`config.mk`:
```
export PLATFORM = sky130hd
export DESIGN_NAME = tour_ram
export DESIGN_NICKNAME = d
export VERILOG_FILES = /design/src/rtl/assert_macros.svh /design/src/rtl/tour_ram.sv
export SDC_FILE = /design/constraint.sdc
export NUM_CORES = 1
export LEC_CHECK = 0
export BUFFER_PORTS_ARGS = -buffer_cell sky130_fd_sc_hd__buf_2
export CAP_MARGIN = 20
export CORE_MARGIN = 2
export CORE_UTILIZATION = 45
export CTS_CLUSTER_SIZE = 24
export DETAILED_ROUTE_END_ITERATION = 10
export PLACE_DENSITY = 0.66
export SETUP_SLACK_MARGIN = 0.05
export SLEW_MARGIN = 10
export SYNTH_ARGS = -nofsm -noshare
export SYNTH_HDL_FRONTEND = slang
export SYNTH_SLANG_ARGS = --single-unit
export TNS_END_PERCENT = 10
```
`constraint.sdc`:
```
create_clock -name clk_i -period 5.06 [get_ports clk_i]
set_input_delay 0.506 -clock clk_i [delete_from_list [all_inputs] [get_ports clk_i]]
set_output_delay 0.506 -clock clk_i [all_outputs]
set_load 0.01 [all_outputs]
```
`src/rtl/assert_macros.svh`:
```
// assertion macros used by two_opt_tour_improver
`ifndef ASSERT_MACROS_SVH
`define ASSERT_MACROS_SVH
`ifndef ASSERT_OFF
`define ASSERT_IMPL(lbl, clk, rst_n, prop) \
  lbl: assert property (@(posedge clk) disable iff (!rst_n) prop) else $error("assertion failed");
`define ASSERT_NEVER(lbl, clk, rst_n, expr) \
  lbl: assert property (@(posedge clk) disable iff (!rst_n) !(expr)) else $error("forbidden condition");
`else
`define ASSERT_IMPL(lbl, clk, rst_n, prop)
`define ASSERT_NEVER(lbl, clk, rst_n, expr)
`endif
`endif

```
`src/rtl/tour_ram.sv`:
```
// ----------------------------------------------------------------------------
// tour_ram: generic single port ram
// one write or one read per cycle, registered read data
// ----------------------------------------------------------------------------
module tour_ram #(
  parameter int unsigned Width = 8,
  parameter int unsigned Depth = 64
) (
  input  logic                     clk_i,
  input  logic                     we_i,
  input  logic [$clog2(Depth)-1:0] addr_i,
  input  logic [Width-1:0]         wdata_i,
  output logic [Width-1:0]         rdata_o
);

  logic [Width-1:0] mem_q [Depth];

  always_ff @(posedge clk_i) begin
    if (we_i) begin
      mem_q[addr_i] <= wdata_i;
    end
    rdata_o <= mem_q[addr_i];
  end

endmodule

```
==> results.json, run 1 <==
{
  "antenna_left": 0,
  "final.min_clock_period_ps": 2870,
  "antenna_cells": 0,
  "htree_num_levels": 2,
  "die_h_um": 217.2,
  "viasPerCell": 6.162,
  "synth.avg_cell_area_sq_um": 17.46,
  "clockBufferDepth": 3,
  "whs_ps": 580.4,
  "wl_um": 51360,
  "synth-seq-area-share_pct": 75.97,
  "async_reset_ff_share_pct": 0,
  "antenna_found_initial": 1,
  "ff_latch_area_sq_mm": 0.01553,
  "ys_seq_elements": 520,
  "gr-total-overflow": 0,
  "area_growth_pct": 10.90,
  "drv_cap": 0,
  "yosysWarnings": 0,
  "fin_setup_tns_ps": 0,
  "std_cell_rows": 78,
  "cp.required_ps": 5600,
  "post-cts-setup-buffers": 0,
  "path_max_fanout": 75,
  "critPathLaunchType": "input port",
  "most-common-layout-cells": "edfxtp_1, nor2_1, mux2i_1, clkbuf_16, nand2_1",
  "finalSetupViolCount": 0,
  "end_kind": "flip-flop",
  "p_per_area_mw_per_mm2": 386.0,
  "nNetsFinal": 1212,
  "rsz0062_at_grt": "no",
  "fp.coreArea_sq_mm": 0.04509,
  "arrival_ps": 3410,
  "p_leak_uw": 0.007200,
  "root_buffer": "clkbuf_16",
  "clkTransAtPathRegs_ps": 60,
  "grtUsageTotal_pct": 22.18,
  "floorplan.initialDensity_pct": 45.35,
  "peakVddDrop_mv": 0.2603,
  "die_area_sq_mm": 0.04717,
  "post_cts_resized": 0,
  "tightest_slew_ps": 1091,
  "drc": 0,
  "tritoncts": "done",
  "period_share_pct": 56.73,
  "synth_cells": 1171,
  "wl_per_cell_um": 27.97,
  "firstDrtPassIters": 6,
  "grt_pass1_wl_um": 76060,
  "syn_area_sq_mm": 0.02045,
  "die_w_um": 217.2,
  "hpwl_um": 31320,
  "gp_congestion": 0.8909,
  "vias": 11314,
  "synth_nets": 1187,
  "hold_buffers": 0,
  "skew_ps": 20.35,
  "cts_buffers": 50,
  "total_power_uw": 8754,
  "final_common_cell": "edfxtp_1",
  "relSlewSlack_pct": 26.97,
  "grt_pass1_vias": 11287,
  "io_pins": 24,
  "multi_input_area_sq_mm": 0.004514,
  "drv_slew": 0,
  "hold_path.class": "in2reg",
  "nFillCells": 3688,
  "synth_edf_count": 512,
  "port_buffers": 23,
  "cts_sinks": 520,
  "clk-insertion-delay-late_ps": 600,
  "drtIter0Drc": 1735,
  "hold_viol_final": 0,
  "status": "finished, final reports clean",
  "synthDistinctLibCells": 56,
  "max_freq_mhz": 348.4,
  "crit_type": "in2reg",
  "synth_flop_cell": "edfxtp_1",
  "grt_max_degree": 76,
  "drive_gt1_share_pct": 14.72
}
-- flip-flops by register name (all words and copies together) (netlist names) --
signal and count:
rdata_o 8, mem_q 512
-- synth_stat cells, types with 7 or more instances --
master / number / area [sq um]
edfxtp_1: 512 / 15370
nor2_1: 82 / 307.8
mux2i_1: 63 / 630.6
nand2_1: 45 / 168.9
mux4_2: 41 / 923.4
a22oi_1: 40 / 300.3
clkbuf_1: 36 / 135.1
buf_2: 30 / 150.1
a21oi_1: 28 / 140.1
nand2b_1: 24 / 150.1
o22ai_1: 22 / 137.6
a221oi_1: 21 / 183.9
a31oi_1: 15 / 93.84
nand3b_1: 12 / 90.09
a221o_1: 11 / 110.1
o22a_1: 11 / 96.34
a22o_1: 10 / 87.58
and2_1: 9 / 56.30
and3_1: 9 / 56.30
o21ai_0: 9 / 45.04
o221ai_1: 9 / 78.83
dfxtp_1: 8 / 160.2
nand3_1: 8 / 40.04
nor2b_1: 8 / 50.05
a32oi_1: 7 / 61.31
mux2_1: 7 / 78.83
o2bb2ai_1: 7 / 61.31
-- final cells by class --
type | instances | area share, %
Clock buffer | 64 | 5.842
Sequential cell | 520 | 68.50
Multi-Input combinational cell | 567 | 19.91
Inverter | 3 | 0.04965
Tap cell | 600 | 3.310
Timing Repair Buffer | 54 | 1.583
Clock inverter | 28 | 0.8110
-- stage by stage --
stage	std cells	util (%)	cell area, sq um	setup WS (ps)
floorplan	1171	-	20450	2455
global placement	1744	46.95	21170	1617
detailed placement	1744	46.95	21170	1672
CTS	1836	50.30	22680	2261
global route	1836	50.30	22680	2116
finish	1836	50.30	22680	2190
-- per-layer routing --
metal,share of wire (%),global-route usage (%),up-vias
met1,40,31.33,5764
li1,-,-,4804
met4,3.1,6.758,2
met2,46,33.95,635
met3,11,5.800,109
met5,0.018,0,-
-- power by group --
part | switching (uW) | internal [uW] | total [uW] | leakage [uW]
clock | 1580 | 1910 | 3490 | 0.000748
sequential | 17.6 | 4770 | 4790 | 0.00467
combinational | 330 | 148 | 478 | 0.00178
-- worst max-delay path, cell delays in order --
cell	delay, ps
buf_6	470
buf_4	440
nor2b_1	830
a22oi_1	200
and3_1	230
o311ai_0	430
or4_1	170
-- path summary, 6_finish.rpt --
path / from / to / slack (ps) / cells past startpoint
setup / recovery: addr_i[2] / rdata_o[1] / 2190 / 7
hold / removal: addr_i[0] / rdata_o[2] / 580 / 4
setup reg to reg: mem_q[2][7] / rdata_o[7] / 2780 / 5
hold reg to reg: mem_q[3][0] / rdata_o[0] / 660 / 3
-- kinds of logic (layout without fill, tap and decap cells) --
group                  after synthesis  in the layout  share of synthesized area (%)
DFF                                520            520                          75.97
buffers and inverters               84            149                          1.982
and+or+nand+nor                    229            229                          5.715
AOI/OAI and AO/OA                  222            222                          8.076
muxes                              116            116                          8.260
Power figures use the tool's default switching activity.
==> run 2: changes to the inputs <==
Settings changed: ABC_AREA set to 1.
Clock period 5.06 ns to 2.7 ns, I/O delays scaled along.
==> results.json, run 2 <==
{
  "swShare_pct": 22.26,
  "finalSetupViolCount": 0,
  "whs_ps": 186.1,
  "die_w_um": 225.3,
  "hold_viol_final": 0,
  "largest_register": "mem_q",
  "gr-total-overflow": 0,
  "hold_path.class": "in2reg",
  "synth-seq-area-share_pct": 70.47,
  "slowest_delay_ps": 550,
  "vias": 14892,
  "dr_wl_met3_um": 4504,
  "critical_path.cell_chain": "buf_2 > inv_1 > nor3_2 > inv_1 > nor2_1",
  "critPathLaunchType": "input port",
  "cp.required_ps": 2930,
  "ys_seq_elements": 520,
  "yosysWarnings": 0,
  "final.min_clock_period_ps": 1722,
  "area_growth_pct": 13.19,
  "rsz0062_at_grt": "no",
  "post_cts_resized": 0,
  "grt_pass1_wl_um": 84910,
  "floorplan.initialDensity_pct": 45.32,
  "worst_r2r_startpoint": "mem_q[53][2]",
  "hold_buffers": 0,
  "port_buffers": 23,
  "cts_sinks": 520,
  "synth_flop_cell": "edfxtp_1",
  "tritoncts": "done",
  "drv_cap": 0,
  "cts_buffers": 54,
  "drc": 0,
  "status": "finished, final reports clean",
  "path_max_fanout": 8,
  "synth.avg_cell_area_sq_um": 10.17,
  "io_pins": 24,
  "cp-endpoint": "mem_q[61][1]",
  "drt-met1-wl_um": 24040,
  "worst_r2r_endpoint": "rdata_o[2]",
  "wl_met2_um": 25440,
  "viasPerCell": 5.123,
  "die_area_sq_mm": 0.05078,
  "wl_per_cell_um": 18.99,
  "arrival_ps": 1950,
  "crit_type": "in2reg",
  "synthTopCellsByArea": "edfxtp_1, nand2_1, nor2_1",
  "syn_area_sq_mm": 0.02204,
  "synthDistinctLibCells": 22,
  "topRoutingLayerUsed": "met5",
  "p_int_uw": 13390,
  "drive_gt1_share_pct": 9.409,
  "yosysMostFrequentCell": "nand2_1",
  "reg_top3": "mem_q (512), rdata_o (8)",
  "r2r_setup_slack_ps": 1220,
  "synth_top_cell_by_area": "edfxtp_1",
  "period_share_pct": 63.77,
  "p_leak_uw": 0.01048,
  "die_h_um": 225.3,
  "power_switching_uw": 3835,
  "tightest_slew_ps": 865.5,
  "clkTransAtPathRegs_ps": 60,
  "antenna_left": 0,
  "fp.coreArea_sq_mm": 0.04865,
  "synth_top_cell_area_share_pct": 69.74,
  "drtIter0Drc": 1695,
  "clockBufferDepth": 3,
  "crit_start": "addr_i[4]",
  "htree_num_levels": 2,
  "peakVddDrop_mv": 0.4996,
  "async_reset_ff_share_pct": 0,
  "nNetsFinal": 2262,
  "std_cell_rows": 81,
  "synth_cells": 2167,
  "antenna_cells": 0,
  "firstDrtPassIters": 5,
  "root_buffer": "clkbuf_16",
  "wl_um": 55210,
  "relSlewSlack_pct": 42.30,
  "hpwl_um": 33650,
  "pwr-share-comb_pct": 6.2,
  "end_kind": "flip-flop",
  "max_freq_mhz": 580.7,
  "worst_path_max_delay_cell": "nor2_1",
  "skew_ps": 18.28,
  "r2r_cells": 10,
  "grtUsageTotal_pct": 22.21,
  "synth_common_cells": "nand2_1, edfxtp_1, nor2_1, buf_2, inv_1",
  "p_clk_share_pct": 41.8,
  "synth_nets": 2183,
  "final_common_cell": "nand2_1",
  "nFillCells": 4325,
  "drv_slew": 0,
  "seq_power_share_pct": 52.0,
  "synth_edf_count": 512,
  "post-route-util_pct": 51.29,
  "most-common-layout-cells": "nand2_1, edfxtp_1, buf_4, nor2_1, clkbuf_16",
  "post-cts-setup-buffers": 0,
  "largest_reg_flops": 512,
  "grt_pass1_vias": 14331,
  "antenna_found_initial": 2,
  "clk-insertion-delay-late_ps": 600,
  "p_per_area_mw_per_mm2": 690.3,
  "place_worst_setup_slack_ps": 373.6,
  "layout_setup_ws_ps": 978.1,
  "grt_max_degree": 144,
  "fin_setup_tns_ps": 0,
  "critPathMostFrequentCell": "inv_1",
  "gp_congestion": 0.8868
}
[run 2: cell count changes after synthesis, moves of 24 or more]
cell      delta
mux2i_1     -63
a22oi_1     -40
mux4_2      -41
a21oi_1     -28
nand2_1   +1339
nand2b_1    -24
[run 2: cell type report]
type                            instances  area, sq um  area share (%)
Clock buffer                           73         1474           5.907
Timing Repair Buffer                  124         1022           4.097
Inverter                               30        118.9          0.4764
Clock inverter                         22        210.2          0.8424
Sequential cell                       520        15530           62.26
Multi-Input combinational cell       1516         5814           23.30
Tap cell                              622        778.2           3.119
[run 2: per-layer routing]
layer,vias to the layer above,track usage [%]
met1,7109,31.26
met3,86,4.824
li1,7153,-
met2,540,35.15
met5,-,0
met4,4,5.725
[run 2: worst min path at each step]
stage	start	end	depth (start not counted)
floorplan	wdata_i[0]	mem_q[0][0]	0
global placement	rdata_o[2]	rdata_o[2]	1
detailed placement	rdata_o[2]	rdata_o[2]	1
CTS	wdata_i[3]	mem_q[41][3]	1
global route	wdata_i[3]	mem_q[18][3]	1
finish	wdata_i[3]	mem_q[41][3]	1
[run 2: cell families (layout without fill, tap and decap cells)]
logic type             after synthesis  count (layout)  share of synthesized area (%)
and+or+nand+nor                   1504            1504                          26.05
DFF                                520             520                          70.47
AOI/OAI and AO/OA                   12              12                         0.3292
buffers and inverters              131             249                          3.156
[run 2: power by group through the flow]
| stage | clock network (uW) | registers [uW] | logic [uW] |
|---|---|---|---|
| floorplan | 0 | 9130 | 610 |
| global placement | 0 | 9130 | 1060 |
| detailed placement | 0 | 9130 | 1070 |
| CTS | 7300 | 8960 | 1070 |
| global route | 7640 | 8960 | 1190 |
| finish | 7190 | 8960 | 1070 |
[run 2: critical path: cells and delay by family]
| family | cells | cell delay [ps] |
|---|---|---|
| buffers and inverters | 3 | 610 |
| AND/OR/NAND/NOR | 2 | 1050 |
[run 2: metrics by stage]
step / cells / total power, uW / instance area, sq um
after floorplan: 2167 / 9742 / 22040
after global placement: 2812 / 10190 / 23270
final: 2907 / 17230 / 24950
after CTS: 2907 / 17340 / 24950
after detailed placement: 2812 / 10200 / 23270
after global routing: 2907 / 17800 / 24950
